==> config.mk <==
export PLATFORM = sky130hd
export DESIGN_NAME = extrema_local_mean_amplitude_unit_flat
export DESIGN_NICKNAME = d
export VERILOG_FILES = /design/src/emla_pkg.sv /design/src/emla_ifs.sv /design/src/emla_ctrl.sv /design/src/emla_datapath.sv /design/src/extrema_local_mean_amplitude_unit.sv /design/src/flat_wrapper.sv
export SDC_FILE = /design/constraint.sdc
export NUM_CORES = 2
export LEC_CHECK = 0
export BUFFER_PORTS_ARGS = -buffer_cell sky130_fd_sc_hd__buf_2
export CORE_MARGIN = 8
export CORE_UTILIZATION = 50
export DETAILED_ROUTE_END_ITERATION = 16
export PLACE_DENSITY = 0.77
export SYNTH_ARGS = -nofsm -noshare
export SYNTH_HDL_FRONTEND = slang
export SYNTH_SLANG_ARGS = --single-unit
==> constraint.sdc <==
create_clock -name clk -period 9.75 [get_ports clk]
set_clock_uncertainty 0.15 [all_clocks]
set_input_delay 1.4625 -clock clk [delete_from_list [all_inputs] [get_ports clk]]
set_output_delay 1.4625 -clock clk [all_outputs]
set_load 0.02 [all_outputs]
==> src/emla_pkg.sv <==
// ----------------------------------------------------------------------------
// emla_pkg
// Shared types and codes for the extrema local mean and amplitude unit.
// ----------------------------------------------------------------------------
package emla_pkg;

	typedef logic [2:0] mul_sel_t;

	localparam mul_sel_t MUL_T2SQ = 3'd0;
	localparam mul_sel_t MUL_T1SQ = 3'd1;
	localparam mul_sel_t MUL_WA   = 3'd2;
	localparam mul_sel_t MUL_WC   = 3'd3;
	localparam mul_sel_t MUL_Y0   = 3'd4;
	localparam mul_sel_t MUL_Y2   = 3'd5;

	typedef struct packed {
		logic     store;
		logic     store_slot;
		logic     load;
		logic     setup;
		logic     div_step;
		logic     ratio;
		logic     lin_weights;
		logic     p2_cap;
		logic     p1_cap;
		logic     wa_cap;
		logic     wc_cap;
		mul_sel_t mul_sel;
		logic     acc_init;
		logic     acc_add;
		logic     out_load;
		logic     slide;
	} emla_cmd_t;

	typedef struct packed {
		logic den_zero;
	} emla_status_t;

endpackage

==> src/emla_ifs.sv <==
// ----------------------------------------------------------------------------
// emla channel interfaces
// Valid/ready channels for extrema going in and local mean results going out.
// ----------------------------------------------------------------------------
interface emla_in_if #(
	parameter int POS_BITS    = 16,
	parameter int SAMPLE_BITS = 24
);
	logic                          valid;
	logic                          ready;
	logic                          start_run;
	logic [POS_BITS-1:0]           extr_pos;
	logic signed [SAMPLE_BITS-1:0] extr_value;

	modport source (output valid, start_run, extr_pos, extr_value, input ready);
	modport sink (input valid, start_run, extr_pos, extr_value, output ready);
endinterface

interface emla_out_if #(
	parameter int SAMPLE_BITS = 24,
	parameter int FRAC_BITS   = 16
);
	localparam int OW = SAMPLE_BITS + FRAC_BITS + 1;

	logic                 valid;
	logic                 ready;
	logic signed [OW-1:0] local_mean;
	logic signed [OW-1:0] local_amplitude;
	logic                 bad_spacing;

	modport source (output valid, local_mean, local_amplitude, bad_spacing, input ready);
	modport sink (input valid, local_mean, local_amplitude, bad_spacing, output ready);
endinterface

==> src/emla_ctrl.sv <==
// ----------------------------------------------------------------------------
// emla_ctrl
// Sequencer: window fill tracking, divide count, multiply schedule, result beat.
// ----------------------------------------------------------------------------
module emla_ctrl #(
	parameter int FRAC_BITS = 16
) (
	input  logic                   clk,
	input  logic                   arst_n,
	input  logic                   in_valid,
	input  logic                   in_start_run,
	output logic                   in_ready,
	output logic                   out_valid,
	input  logic                   out_ready,
	input  logic                   cfg_we,
	input  logic                   cfg_wdata,
	input  emla_pkg::emla_status_t status,
	output emla_pkg::emla_cmd_t    cmd
);

	localparam int CW = $clog2(FRAC_BITS);
	localparam logic [CW-1:0] CNT_LAST = CW'(FRAC_BITS - 1);

	localparam logic [3:0] ST_IDLE  = 4'd0;
	localparam logic [3:0] ST_SETUP = 4'd1;
	localparam logic [3:0] ST_DIV   = 4'd2;
	localparam logic [3:0] ST_RATIO = 4'd3;
	localparam logic [3:0] ST_SQ2   = 4'd4;
	localparam logic [3:0] ST_SQ1   = 4'd5;
	localparam logic [3:0] ST_WA    = 4'd6;
	localparam logic [3:0] ST_WC    = 4'd7;
	localparam logic [3:0] ST_M0    = 4'd8;
	localparam logic [3:0] ST_M1    = 4'd9;
	localparam logic [3:0] ST_M2    = 4'd10;
	localparam logic [3:0] ST_FIN   = 4'd11;

	logic [3:0]    state_q;
	logic [3:0]    state_n;
	logic [1:0]    fill_q;
	logic [1:0]    eff_fill;
	logic [CW-1:0] cnt_q;
	logic          mode_q;
	logic          out_valid_q;
	logic          accept;

	assign in_ready  = (state_q == ST_IDLE);
	assign accept    = in_valid & in_ready;
	assign eff_fill  = in_start_run ? 2'd0 : fill_q;
	assign out_valid = out_valid_q;

	always_comb begin
		cmd     = '0;
		state_n = state_q;
		case (state_q)
			ST_IDLE: begin
				if (accept) begin
					if (eff_fill != 2'd2) begin
						cmd.store      = 1'b1;
						cmd.store_slot = eff_fill[0];
					end else begin
						cmd.load = 1'b1;
						state_n  = ST_SETUP;
					end
				end
			end
			ST_SETUP: begin
				if (status.den_zero) begin
					state_n = ST_FIN;
				end else begin
					cmd.setup = 1'b1;
					state_n   = ST_DIV;
				end
			end
			ST_DIV: begin
				cmd.div_step = 1'b1;
				if (cnt_q == CNT_LAST) begin
					state_n = ST_RATIO;
				end
			end
			ST_RATIO: begin
				cmd.ratio       = 1'b1;
				cmd.lin_weights = mode_q;
				state_n         = mode_q ? ST_M0 : ST_SQ2;
			end
			ST_SQ2: begin
				cmd.mul_sel = emla_pkg::MUL_T2SQ;
				state_n     = ST_SQ1;
			end
			ST_SQ1: begin
				cmd.p2_cap  = 1'b1;
				cmd.mul_sel = emla_pkg::MUL_T1SQ;
				state_n     = ST_WA;
			end
			ST_WA: begin
				cmd.p1_cap  = 1'b1;
				cmd.mul_sel = emla_pkg::MUL_WA;
				state_n     = ST_WC;
			end
			ST_WC: begin
				cmd.wa_cap  = 1'b1;
				cmd.mul_sel = emla_pkg::MUL_WC;
				state_n     = ST_M0;
			end
			ST_M0: begin
				cmd.wc_cap  = ~mode_q;
				cmd.mul_sel = emla_pkg::MUL_Y0;
				state_n     = ST_M1;
			end
			ST_M1: begin
				cmd.acc_init = 1'b1;
				cmd.mul_sel  = emla_pkg::MUL_Y2;
				state_n      = ST_M2;
			end
			ST_M2: begin
				cmd.acc_add = 1'b1;
				state_n     = ST_FIN;
			end
			ST_FIN: begin
				if (!out_valid_q || out_ready) begin
					cmd.out_load = 1'b1;
					cmd.slide    = 1'b1;
					state_n      = ST_IDLE;
				end
			end
			default: begin
				state_n = ST_IDLE;
			end
		endcase
	end

	always_ff @(posedge clk or negedge arst_n) begin
		if (!arst_n) begin
			state_q     <= ST_IDLE;
			fill_q      <= 2'd0;
			cnt_q       <= '0;
			mode_q      <= 1'b1;
			out_valid_q <= 1'b0;
		end else begin
			state_q <= state_n;
			if (cfg_we) begin
				mode_q <= cfg_wdata;
			end
			if (cmd.store) begin
				fill_q <= eff_fill + 2'd1;
			end
			if (cmd.setup) begin
				cnt_q <= '0;
			end else if (cmd.div_step) begin
				cnt_q <= cnt_q + CW'(1);
			end
			if (cmd.out_load) begin
				out_valid_q <= 1'b1;
			end else if (out_ready) begin
				out_valid_q <= 1'b0;
			end
		end
	end

endmodule

==> src/emla_datapath.sv <==
// ----------------------------------------------------------------------------
// emla_datapath
// Extrema window, two serial ratio dividers, shared multiplier and accumulator.
// ----------------------------------------------------------------------------
module emla_datapath #(
	parameter int POS_BITS    = 16,
	parameter int SAMPLE_BITS = 24,
	parameter int FRAC_BITS   = 16
) (
	input  logic                                   clk,
	input  emla_pkg::emla_cmd_t                    cmd,
	output emla_pkg::emla_status_t                 status,
	input  logic [POS_BITS-1:0]                    extr_pos,
	input  logic signed [SAMPLE_BITS-1:0]          extr_value,
	output logic signed [SAMPLE_BITS+FRAC_BITS:0]  local_mean,
	output logic signed [SAMPLE_BITS+FRAC_BITS:0]  local_amplitude,
	output logic                                   bad_spacing
);

	localparam int P  = POS_BITS;
	localparam int S  = SAMPLE_BITS;
	localparam int F  = FRAC_BITS;
	localparam int TW = F + 1;
	localparam int MA = F + 3;
	localparam int MB = (S > F + 2) ? S : F + 2;
	localparam int PW = MA + MB;
	localparam int AW = S + F + 4;
	localparam int OW = S + F + 1;

	localparam logic [TW-1:0]        T_ONE  = {1'b1, {F{1'b0}}};
	localparam logic signed [PW-1:0] HALF_P = PW'(1) << (F - 1);
	localparam logic signed [AW-1:0] ONE_A  = AW'(1);
	localparam logic signed [AW-1:0] HI_O   = AW'((AW'(1) << (OW - 1)) - AW'(1));
	localparam logic signed [AW-1:0] LO_O   = ~HI_O;

	logic [P-1:0]          win_pos_q [2];
	logic signed [S-1:0]   win_val_q [2];
	logic [P-1:0]          x2_q;
	logic signed [S-1:0]   y2_q;
	logic signed [P:0]     d1_q;
	logic signed [P:0]     d2_q;
	logic signed [P:0]     den_q;
	logic                  bad_q;
	logic [P-1:0]          den_abs_q;
	logic [P-1:0]          r1_q;
	logic [P-1:0]          r2_q;
	logic [F-1:0]          q1_q;
	logic [F-1:0]          q2_q;
	logic                  sat1_q;
	logic                  sat2_q;
	logic [TW-1:0]         t1_q;
	logic [TW-1:0]         t2_q;
	logic signed [MA-1:0]  p1_q;
	logic signed [MA-1:0]  p2_q;
	logic signed [MA-1:0]  wa_q;
	logic signed [MA-1:0]  wc_q;
	logic signed [PW-1:0]  prod_s1;
	logic signed [AW-1:0]  acc_q;
	logic signed [OW-1:0]  mean_q;
	logic signed [OW-1:0]  amp_q;
	logic                  bad_out_q;

	logic signed [P:0]     d1_n;
	logic signed [P:0]     d2_n;
	logic signed [P:0]     den_n;
	logic [P:0]            abs1_w;
	logic [P:0]            abs2_w;
	logic [P:0]            absd_w;
	logic                  pos1;
	logic                  pos2;
	logic                  sat1;
	logic                  sat2;
	logic [P:0]            r1x;
	logic [P:0]            r2x;
	logic [P:0]            r1d;
	logic [P:0]            r2d;
	logic                  ge1;
	logic                  ge2;
	logic [TW-1:0]         t1_n;
	logic [TW-1:0]         t2_n;
	logic signed [MA-1:0]  mul_a;
	logic signed [MB-1:0]  mul_b;
	logic signed [PW-1:0]  mul_p;
	logic signed [PW-1:0]  rnd_sum;
	logic signed [PW-1:0]  rnd_w;
	logic signed [MA-1:0]  rnd_m;
	logic signed [AW-1:0]  prod_a;
	logic signed [AW-1:0]  y1_t;
	logic signed [AW-1:0]  sm_w;
	logic signed [AW-1:0]  sa_w;
	logic signed [AW-1:0]  sm_h;
	logic signed [AW-1:0]  sa_h;
	logic signed [AW-1:0]  sm_c;
	logic signed [AW-1:0]  sa_c;

	assign status.den_zero = bad_q;

	// window differences
	assign d1_n  = $signed({1'b0, win_pos_q[1]}) - $signed({1'b0, win_pos_q[0]});
	assign d2_n  = $signed({1'b0, extr_pos}) - $signed({1'b0, win_pos_q[1]});
	assign den_n = $signed({1'b0, extr_pos}) - $signed({1'b0, win_pos_q[0]});

	// ratio setup
	assign abs1_w = d1_q[P] ? -d1_q : d1_q;
	assign abs2_w = d2_q[P] ? -d2_q : d2_q;
	assign absd_w = den_q[P] ? -den_q : den_q;
	assign pos1   = (d1_q != '0) && (d1_q[P] == den_q[P]);
	assign pos2   = (d2_q != '0) && (d2_q[P] == den_q[P]);
	assign sat1   = pos1 && (abs1_w[P-1:0] >= absd_w[P-1:0]);
	assign sat2   = pos2 && (abs2_w[P-1:0] >= absd_w[P-1:0]);

	// restoring divide step
	assign r1x = {r1_q, 1'b0};
	assign r2x = {r2_q, 1'b0};
	assign ge1 = r1x >= {1'b0, den_abs_q};
	assign ge2 = r2x >= {1'b0, den_abs_q};
	assign r1d = ge1 ? (r1x - {1'b0, den_abs_q}) : r1x;
	assign r2d = ge2 ? (r2x - {1'b0, den_abs_q}) : r2x;

	assign t1_n = sat1_q ? T_ONE : {1'b0, q1_q};
	assign t2_n = sat2_q ? T_ONE : {1'b0, q2_q};

	// shared multiplier operands
	always_comb begin
		case (cmd.mul_sel)
			emla_pkg::MUL_T2SQ: begin
				mul_a = MA'($signed({1'b0, t2_q}));
				mul_b = MB'($signed({1'b0, t2_q}));
			end
			emla_pkg::MUL_T1SQ: begin
				mul_a = MA'($signed({1'b0, t1_q}));
				mul_b = MB'($signed({1'b0, t1_q}));
			end
			emla_pkg::MUL_WA: begin
				mul_a = MA'({t1_q, 1'b0}) + MA'(T_ONE);
				mul_b = MB'(p2_q);
			end
			emla_pkg::MUL_WC: begin
				mul_a = MA'(T_ONE) - MA'({t2_q, 1'b0});
				mul_b = MB'(p1_q);
			end
			emla_pkg::MUL_Y0: begin
				mul_a = wa_q;
				mul_b = MB'(win_val_q[0]);
			end
			emla_pkg::MUL_Y2: begin
				mul_a = wc_q;
				mul_b = MB'(y2_q);
			end
			default: begin
				mul_a = '0;
				mul_b = '0;
			end
		endcase
	end

	assign mul_p   = mul_a * mul_b;
	assign rnd_sum = prod_s1 + HALF_P;
	assign rnd_w   = rnd_sum >>> F;
	assign rnd_m   = rnd_w[MA-1:0];
	assign prod_a  = AW'(prod_s1);

	// final round and saturate
	assign y1_t = AW'(win_val_q[1]) <<< F;
	assign sm_w = acc_q + y1_t + ONE_A;
	assign sa_w = acc_q - y1_t + ONE_A;
	assign sm_h = sm_w >>> 1;
	assign sa_h = sa_w >>> 1;
	assign sm_c = (sm_h > HI_O) ? HI_O : ((sm_h < LO_O) ? LO_O : sm_h);
	assign sa_c = (sa_h > HI_O) ? HI_O : ((sa_h < LO_O) ? LO_O : sa_h);

	always_ff @(posedge clk) begin
		prod_s1 <= mul_p;
		if (cmd.store) begin
			win_pos_q[cmd.store_slot] <= extr_pos;
			win_val_q[cmd.store_slot] <= extr_value;
		end
		if (cmd.slide) begin
			win_pos_q[0] <= win_pos_q[1];
			win_val_q[0] <= win_val_q[1];
			win_pos_q[1] <= x2_q;
			win_val_q[1] <= y2_q;
		end
		if (cmd.load) begin
			x2_q  <= extr_pos;
			y2_q  <= extr_value;
			d1_q  <= d1_n;
			d2_q  <= d2_n;
			den_q <= den_n;
			bad_q <= (den_n == '0);
		end
		if (cmd.setup) begin
			den_abs_q <= absd_w[P-1:0];
			r1_q      <= (pos1 && !sat1) ? abs1_w[P-1:0] : '0;
			r2_q      <= (pos2 && !sat2) ? abs2_w[P-1:0] : '0;
			sat1_q    <= sat1;
			sat2_q    <= sat2;
		end
		if (cmd.div_step) begin
			r1_q <= r1d[P-1:0];
			r2_q <= r2d[P-1:0];
			q1_q <= {q1_q[F-2:0], ge1};
			q2_q <= {q2_q[F-2:0], ge2};
		end
		if (cmd.ratio) begin
			t1_q <= t1_n;
			t2_q <= t2_n;
			if (cmd.lin_weights) begin
				wa_q <= MA'(t2_n);
				wc_q <= MA'(t1_n);
			end
		end
		if (cmd.p2_cap) begin
			p2_q <= rnd_m;
		end
		if (cmd.p1_cap) begin
			p1_q <= rnd_m;
		end
		if (cmd.wa_cap) begin
			wa_q <= rnd_m;
		end
		if (cmd.wc_cap) begin
			wc_q <= rnd_m;
		end
		if (cmd.acc_init) begin
			acc_q <= prod_a;
		end else if (cmd.acc_add) begin
			acc_q <= acc_q + prod_a;
		end
		if (cmd.out_load) begin
			mean_q    <= bad_q ? '0 : sm_c[OW-1:0];
			amp_q     <= bad_q ? '0 : sa_c[OW-1:0];
			bad_out_q <= bad_q;
		end
	end

	assign local_mean      = mean_q;
	assign local_amplitude = amp_q;
	assign bad_spacing     = bad_out_q;

endmodule

==> src/extrema_local_mean_amplitude_unit.sv <==
// ----------------------------------------------------------------------------
// extrema_local_mean_amplitude_unit
// Three-extremum window giving local mean and amplitude at the middle extremum.
//
//   channel    | dir | payload                                      | handshake
//   extr_ch    | in  | start_run, extr_pos, extr_value              | valid/ready
//   result_ch  | out | local_mean, local_amplitude, bad_spacing     | valid/ready
//   cfg        | in  | cfg_wdata (weight_mode)                      | cfg_we
//
// an extremum that only fills the window is stored on acceptance and the unit stays ready
// a full window runs the bit-serial ratio dividers and then the single shared multiplier,
// with the squaring and weight steps added in cubic mode only
// equal outer positions go straight from setup to the result beat
// a pending result beat stalls only the final step; no extremum is taken meanwhile
// reset empties the window and selects linear weights
// ----------------------------------------------------------------------------
module extrema_local_mean_amplitude_unit #(
	parameter int POS_BITS    = 16,
	parameter int SAMPLE_BITS = 24,
	parameter int FRAC_BITS   = 16
) (
	input  logic       clk,
	input  logic       arst_n,
	emla_in_if.sink    extr_ch,
	emla_out_if.source result_ch,
	input  logic       cfg_we,
	input  logic       cfg_wdata
);

	emla_pkg::emla_cmd_t    cmd;
	emla_pkg::emla_status_t status;

	emla_ctrl #(
		.FRAC_BITS(FRAC_BITS)
	) u_ctrl (
		.clk         (clk),
		.arst_n      (arst_n),
		.in_valid    (extr_ch.valid),
		.in_start_run(extr_ch.start_run),
		.in_ready    (extr_ch.ready),
		.out_valid   (result_ch.valid),
		.out_ready   (result_ch.ready),
		.cfg_we      (cfg_we),
		.cfg_wdata   (cfg_wdata),
		.status      (status),
		.cmd         (cmd)
	);

	emla_datapath #(
		.POS_BITS   (POS_BITS),
		.SAMPLE_BITS(SAMPLE_BITS),
		.FRAC_BITS  (FRAC_BITS)
	) u_datapath (
		.clk            (clk),
		.cmd            (cmd),
		.status         (status),
		.extr_pos       (extr_ch.extr_pos),
		.extr_value     (extr_ch.extr_value),
		.local_mean     (result_ch.local_mean),
		.local_amplitude(result_ch.local_amplitude),
		.bad_spacing    (result_ch.bad_spacing)
	);

endmodule
==> src/flat_wrapper.sv <==
// flat-port wrapper written by rule: the top's interface ports become plain ports
module extrema_local_mean_amplitude_unit_flat 
#(
	parameter int POS_BITS    = 16,
	parameter int SAMPLE_BITS = 24,
	parameter int FRAC_BITS   = 16
)
  (clk, arst_n, cfg_we, cfg_wdata, extr_ch_valid, extr_ch_start_run, extr_ch_extr_pos, extr_ch_extr_value, extr_ch_ready, result_ch_valid, result_ch_local_mean, result_ch_local_amplitude, result_ch_bad_spacing, result_ch_ready);
  emla_in_if #(.POS_BITS(POS_BITS), .SAMPLE_BITS(SAMPLE_BITS)) extr_ch_i ();
  emla_out_if #(.SAMPLE_BITS(SAMPLE_BITS), .FRAC_BITS(FRAC_BITS)) result_ch_i ();
  input  logic clk;
  input  logic arst_n;
  input  logic cfg_we;
  input  logic cfg_wdata;
  input wire logic [$bits(extr_ch_i.valid)-1:0] extr_ch_valid;
  input wire logic [$bits(extr_ch_i.start_run)-1:0] extr_ch_start_run;
  input wire logic [$bits(extr_ch_i.extr_pos)-1:0] extr_ch_extr_pos;
  input wire logic [$bits(extr_ch_i.extr_value)-1:0] extr_ch_extr_value;
  output wire logic [$bits(extr_ch_i.ready)-1:0] extr_ch_ready;
  output wire logic [$bits(result_ch_i.valid)-1:0] result_ch_valid;
  output wire logic [$bits(result_ch_i.local_mean)-1:0] result_ch_local_mean;
  output wire logic [$bits(result_ch_i.local_amplitude)-1:0] result_ch_local_amplitude;
  output wire logic [$bits(result_ch_i.bad_spacing)-1:0] result_ch_bad_spacing;
  input wire logic [$bits(result_ch_i.ready)-1:0] result_ch_ready;
  assign extr_ch_i.valid = extr_ch_valid;
  assign extr_ch_i.start_run = extr_ch_start_run;
  assign extr_ch_i.extr_pos = extr_ch_extr_pos;
  assign extr_ch_i.extr_value = extr_ch_extr_value;
  assign extr_ch_ready = extr_ch_i.ready;
  assign result_ch_valid = result_ch_i.valid;
  assign result_ch_local_mean = result_ch_i.local_mean;
  assign result_ch_local_amplitude = result_ch_i.local_amplitude;
  assign result_ch_bad_spacing = result_ch_i.bad_spacing;
  assign result_ch_i.ready = result_ch_ready;
  extrema_local_mean_amplitude_unit #(.POS_BITS(POS_BITS), .SAMPLE_BITS(SAMPLE_BITS), .FRAC_BITS(FRAC_BITS)) u_core (.clk(clk), .arst_n(arst_n), .extr_ch(extr_ch_i), .result_ch(result_ch_i), .cfg_we(cfg_we), .cfg_wdata(cfg_wdata));
endmodule
==> flow_summary.yaml <==
floorplan:
  start_util_pct: 50.4
  die_w_um: 328
  die_area_um2: 108000
  pin_count: 132
  core_um2: 96700
  rows: 114
  dieHeight_um: 328
synthesis:
  netlist_instances: 4971
  syn_area_um2: 48800
  yosys_register_bits: 546
  synth-edff-count: 491
  syn_area_per_cell_um2: 9.81
  synth_top_area_cell: "edfxtp_1"
  synthArstFlopShare_pct: 2.20
  synth-seq-area-share_pct: 32.6
  yosys_most_used_dff: "edfxtp_1"
  synth_nets: 5874
  yosys-top-cells-area: "edfxtp_1 (30%), fa_1 (19%), ha_1 (10%)"
  ys_warn_count: 0
  synth.distinct_cells: 87
  yosysTopAreaCellShare_pct: 30.2
cells_and_area:
  area_growth_pct: 9.12
  drive_above_1_share_pct: 8.17
  fillCellCount: 8330
  nets: 5998
  layout_common_cells: "inv_1 (696), nand2_1 (639), edfxtp_1 (491)"
  layout_commonest_cell: "inv_1"
timing:
  maxSlewHeadroom_pct: 17.5
  max_freq_ghz: 0.106
  hold_viol: 0
  fin_crit_ns: 9.43
  setup_viol: 0
  tightest_slew_ns: 1.24
  setup_tns_ns: 0
  finalCritPeriodShare_pct: 96.7
  report.final.slew_viol_count: 0
hold_path:
  hp-class: "flop to flop"
  min_path_cells: 0
route:
  vias_per_cell: 5.78
  drcViolationCount: 0
  wl_per_cell_um: 20.8
  num_vias: 37100
  ant_nets: 0
  routed_wl_um: 133000
  drt_iter0_drc: 3572
  drt-pass1-iter-count: 8
global_route:
  grt_pass1_vias: 38200
  grt_pass1_wl_um: 208000
  track_usage_pct: 24.2
  antenna_found_initial: 9
  overflow: 0
  grt_max_degree: 75
clock_network:
  cts_made_buffers: 52
  cts.clk_slew.worst_paths_ns: 0.07
  clock_sinks: 546
  cts_buffer_depth: 3
  clock-root-buffer: "clkbuf_16"
  htree_levels: 2
  insertion_delay_ns: 0.65
  cts_tree: "yes"
  hold_buffers: 0
critical_path:
  slowest_delay_ns: 0.60
  reg2reg_depth: 29
  critPathRequiredTime_ns: 10.16
  cp-start-kind: "flop"
  endpoint_kind: "flop"
  crit_path_frequent_cell: "fa_1"
  slowest_stage: "and3_1"
  critPathMaxFanout: 15
  criticalPathCategory: "flop to flop"
  arrival_ns: 9.84
place:
  portBuffers: 131
  routabilityCongestion: 0.984
  hpwl_um: 104000
status:
  outcome: "finished, final reports clean"
run:
  max-cap-violations: 0
[synthesized netlist by cell type (49+ instances only)]
| master | count |
|---|---|
| inv_1 | 697 |
| nand2_1 | 640 |
| edfxtp_1 | 491 |
| fa_1 | 461 |
| ha_1 | 395 |
| nor2_1 | 330 |
| o21ai_0 | 329 |
| xnor2_1 | 197 |
| a21oi_1 | 190 |
| clkbuf_1 | 147 |
| nand3_1 | 86 |
| a21o_1 | 85 |
| xor2_1 | 85 |
| nor2b_1 | 70 |
| a22oi_1 | 53 |
| nor3_1 | 49 |
[critical path, delay by kind of cell (launching register included)]
| kind | cells | cell delay (ns) |
|---|---|---|
| and+or+nand+nor | 4 | 1.54 |
| DFF | 1 | 0.50 |
| adders and majority gates | 8 | 3.95 |
| AOI/OAI and AO/OA | 10 | 2.44 |
| buffers and inverters | 6 | 0.64 |
| xor gates and xnor gates | 1 | 0.13 |
[metrics by stage]
step           util, %  hold WS, ns  cells  setup slack [ns]  instance area, um^2
6_report          55.0        0.298   6421             0.324                53200
5_1_grt           55.0        0.315   6415           -0.0108                53200
4_1_cts           54.9        0.300   6411             0.146                53100
3_5_place_dp      53.0        0.277   6313             0.163                51300
3_3_place_gp      53.0        0.278   6313             0.441                51300
2_1_floorplan        -        0.268   4971             0.591                48800
[timing repair]
action / 4_1_cts / 5_1_grt
buffers inserted: 0 / 1
setup endpoints to repair: 0 / 4
resized for setup: 0 / 14
[path summary, 6_finish.rpt]
| check | endpoint | start | slack, ns |
|---|---|---|---|
| setup / recovery | u_core.u_datapath.prod_s1[41]$_DFF_P_ | u_core.u_ctrl.state_q[1]$_DFFE_PN0P_ | 0.32 |
| hold / removal | u_core.u_datapath.q2_q[3]$_DFFE_PP_ | u_core.u_datapath.q2_q[2]$_DFFE_PP_ | 0.30 |
| setup reg to reg | u_core.u_datapath.prod_s1[41]$_DFF_P_ | u_core.u_ctrl.state_q[1]$_DFFE_PN0P_ | 0.32 |
| hold reg to reg | u_core.u_datapath.q2_q[3]$_DFFE_PP_ | u_core.u_datapath.q2_q[2]$_DFFE_PP_ | 0.30 |
| max in group asynchronous | u_core.u_ctrl.mode_q$_DFFE_PN1P_ | arst_n | 8.57 |
| min in group asynchronous | u_core.u_ctrl.fill_q[1]$_DFFE_PN0P_ | arst_n | 0.58 |
[sequential cells by signal (all words and copies together) (netlist names), 4 cells and up]
register	flops
u_core.u_datapath.win_val_q	48
u_core.u_datapath.acc_q	44
u_core.u_datapath.prod_s1	43
u_core.u_datapath.local_amplitude	41
u_core.u_datapath.local_mean	41
u_core.u_datapath.win_pos_q	32
u_core.u_datapath.y2_q	24
u_core.u_datapath.p1_q	19
u_core.u_datapath.p2_q	19
u_core.u_datapath.wa_q	19
u_core.u_datapath.wc_q	19
u_core.u_datapath.d1_q	17
u_core.u_datapath.d2_q	17
u_core.u_datapath.den_q	17
u_core.u_datapath.t1_q	17
u_core.u_datapath.t2_q	17
u_core.u_datapath.den_abs_q	16
u_core.u_datapath.q1_q	16
u_core.u_datapath.q2_q	16
u_core.u_datapath.r1_q	16
u_core.u_datapath.r2_q	16
u_core.u_datapath.x2_q	16
u_core.u_ctrl.cnt_q	4
u_core.u_ctrl.state_q	4
[layout make-up]
type	count	area, um^2	share of cell area (%)
clock inverters	38	523	0.983
clock buffers	60	1340	2.52
well taps	1276	1600	3.00
repair buffers	240	1500	2.82
flip-flops and latches	546	15900	29.9
multi-input cells	3557	29700	55.8
diodes	6	15.0	0.0282
inverters	698	2630	4.93
[cells by family after synthesis]
family | Yosys count | synth area share [%]
flops | 546 | 32.6
fa+ha+maj | 856 | 29.1
mux | 48 | 1.04
compound gates | 975 | 12.8
simple gates | 1393 | 12.7
buf+inv | 871 | 6.80
xor+xnor | 282 | 5.06
[routing by layer]
metal  vias up  part of all wire (%)  wire length [um]  GRT usage (%)
li1      17000                     -                 -              -
met1     18200                    38             50900           29.8
met2      1529                    49             65100           41.9
met3       396                   8.0             10700           4.16
met4         8                   5.0              6670           10.2
met5         -                 0.037                49              0
Power is not shown: default switching activity piles up to over one toggle a cycle in this logic, so the estimate is an artifact.
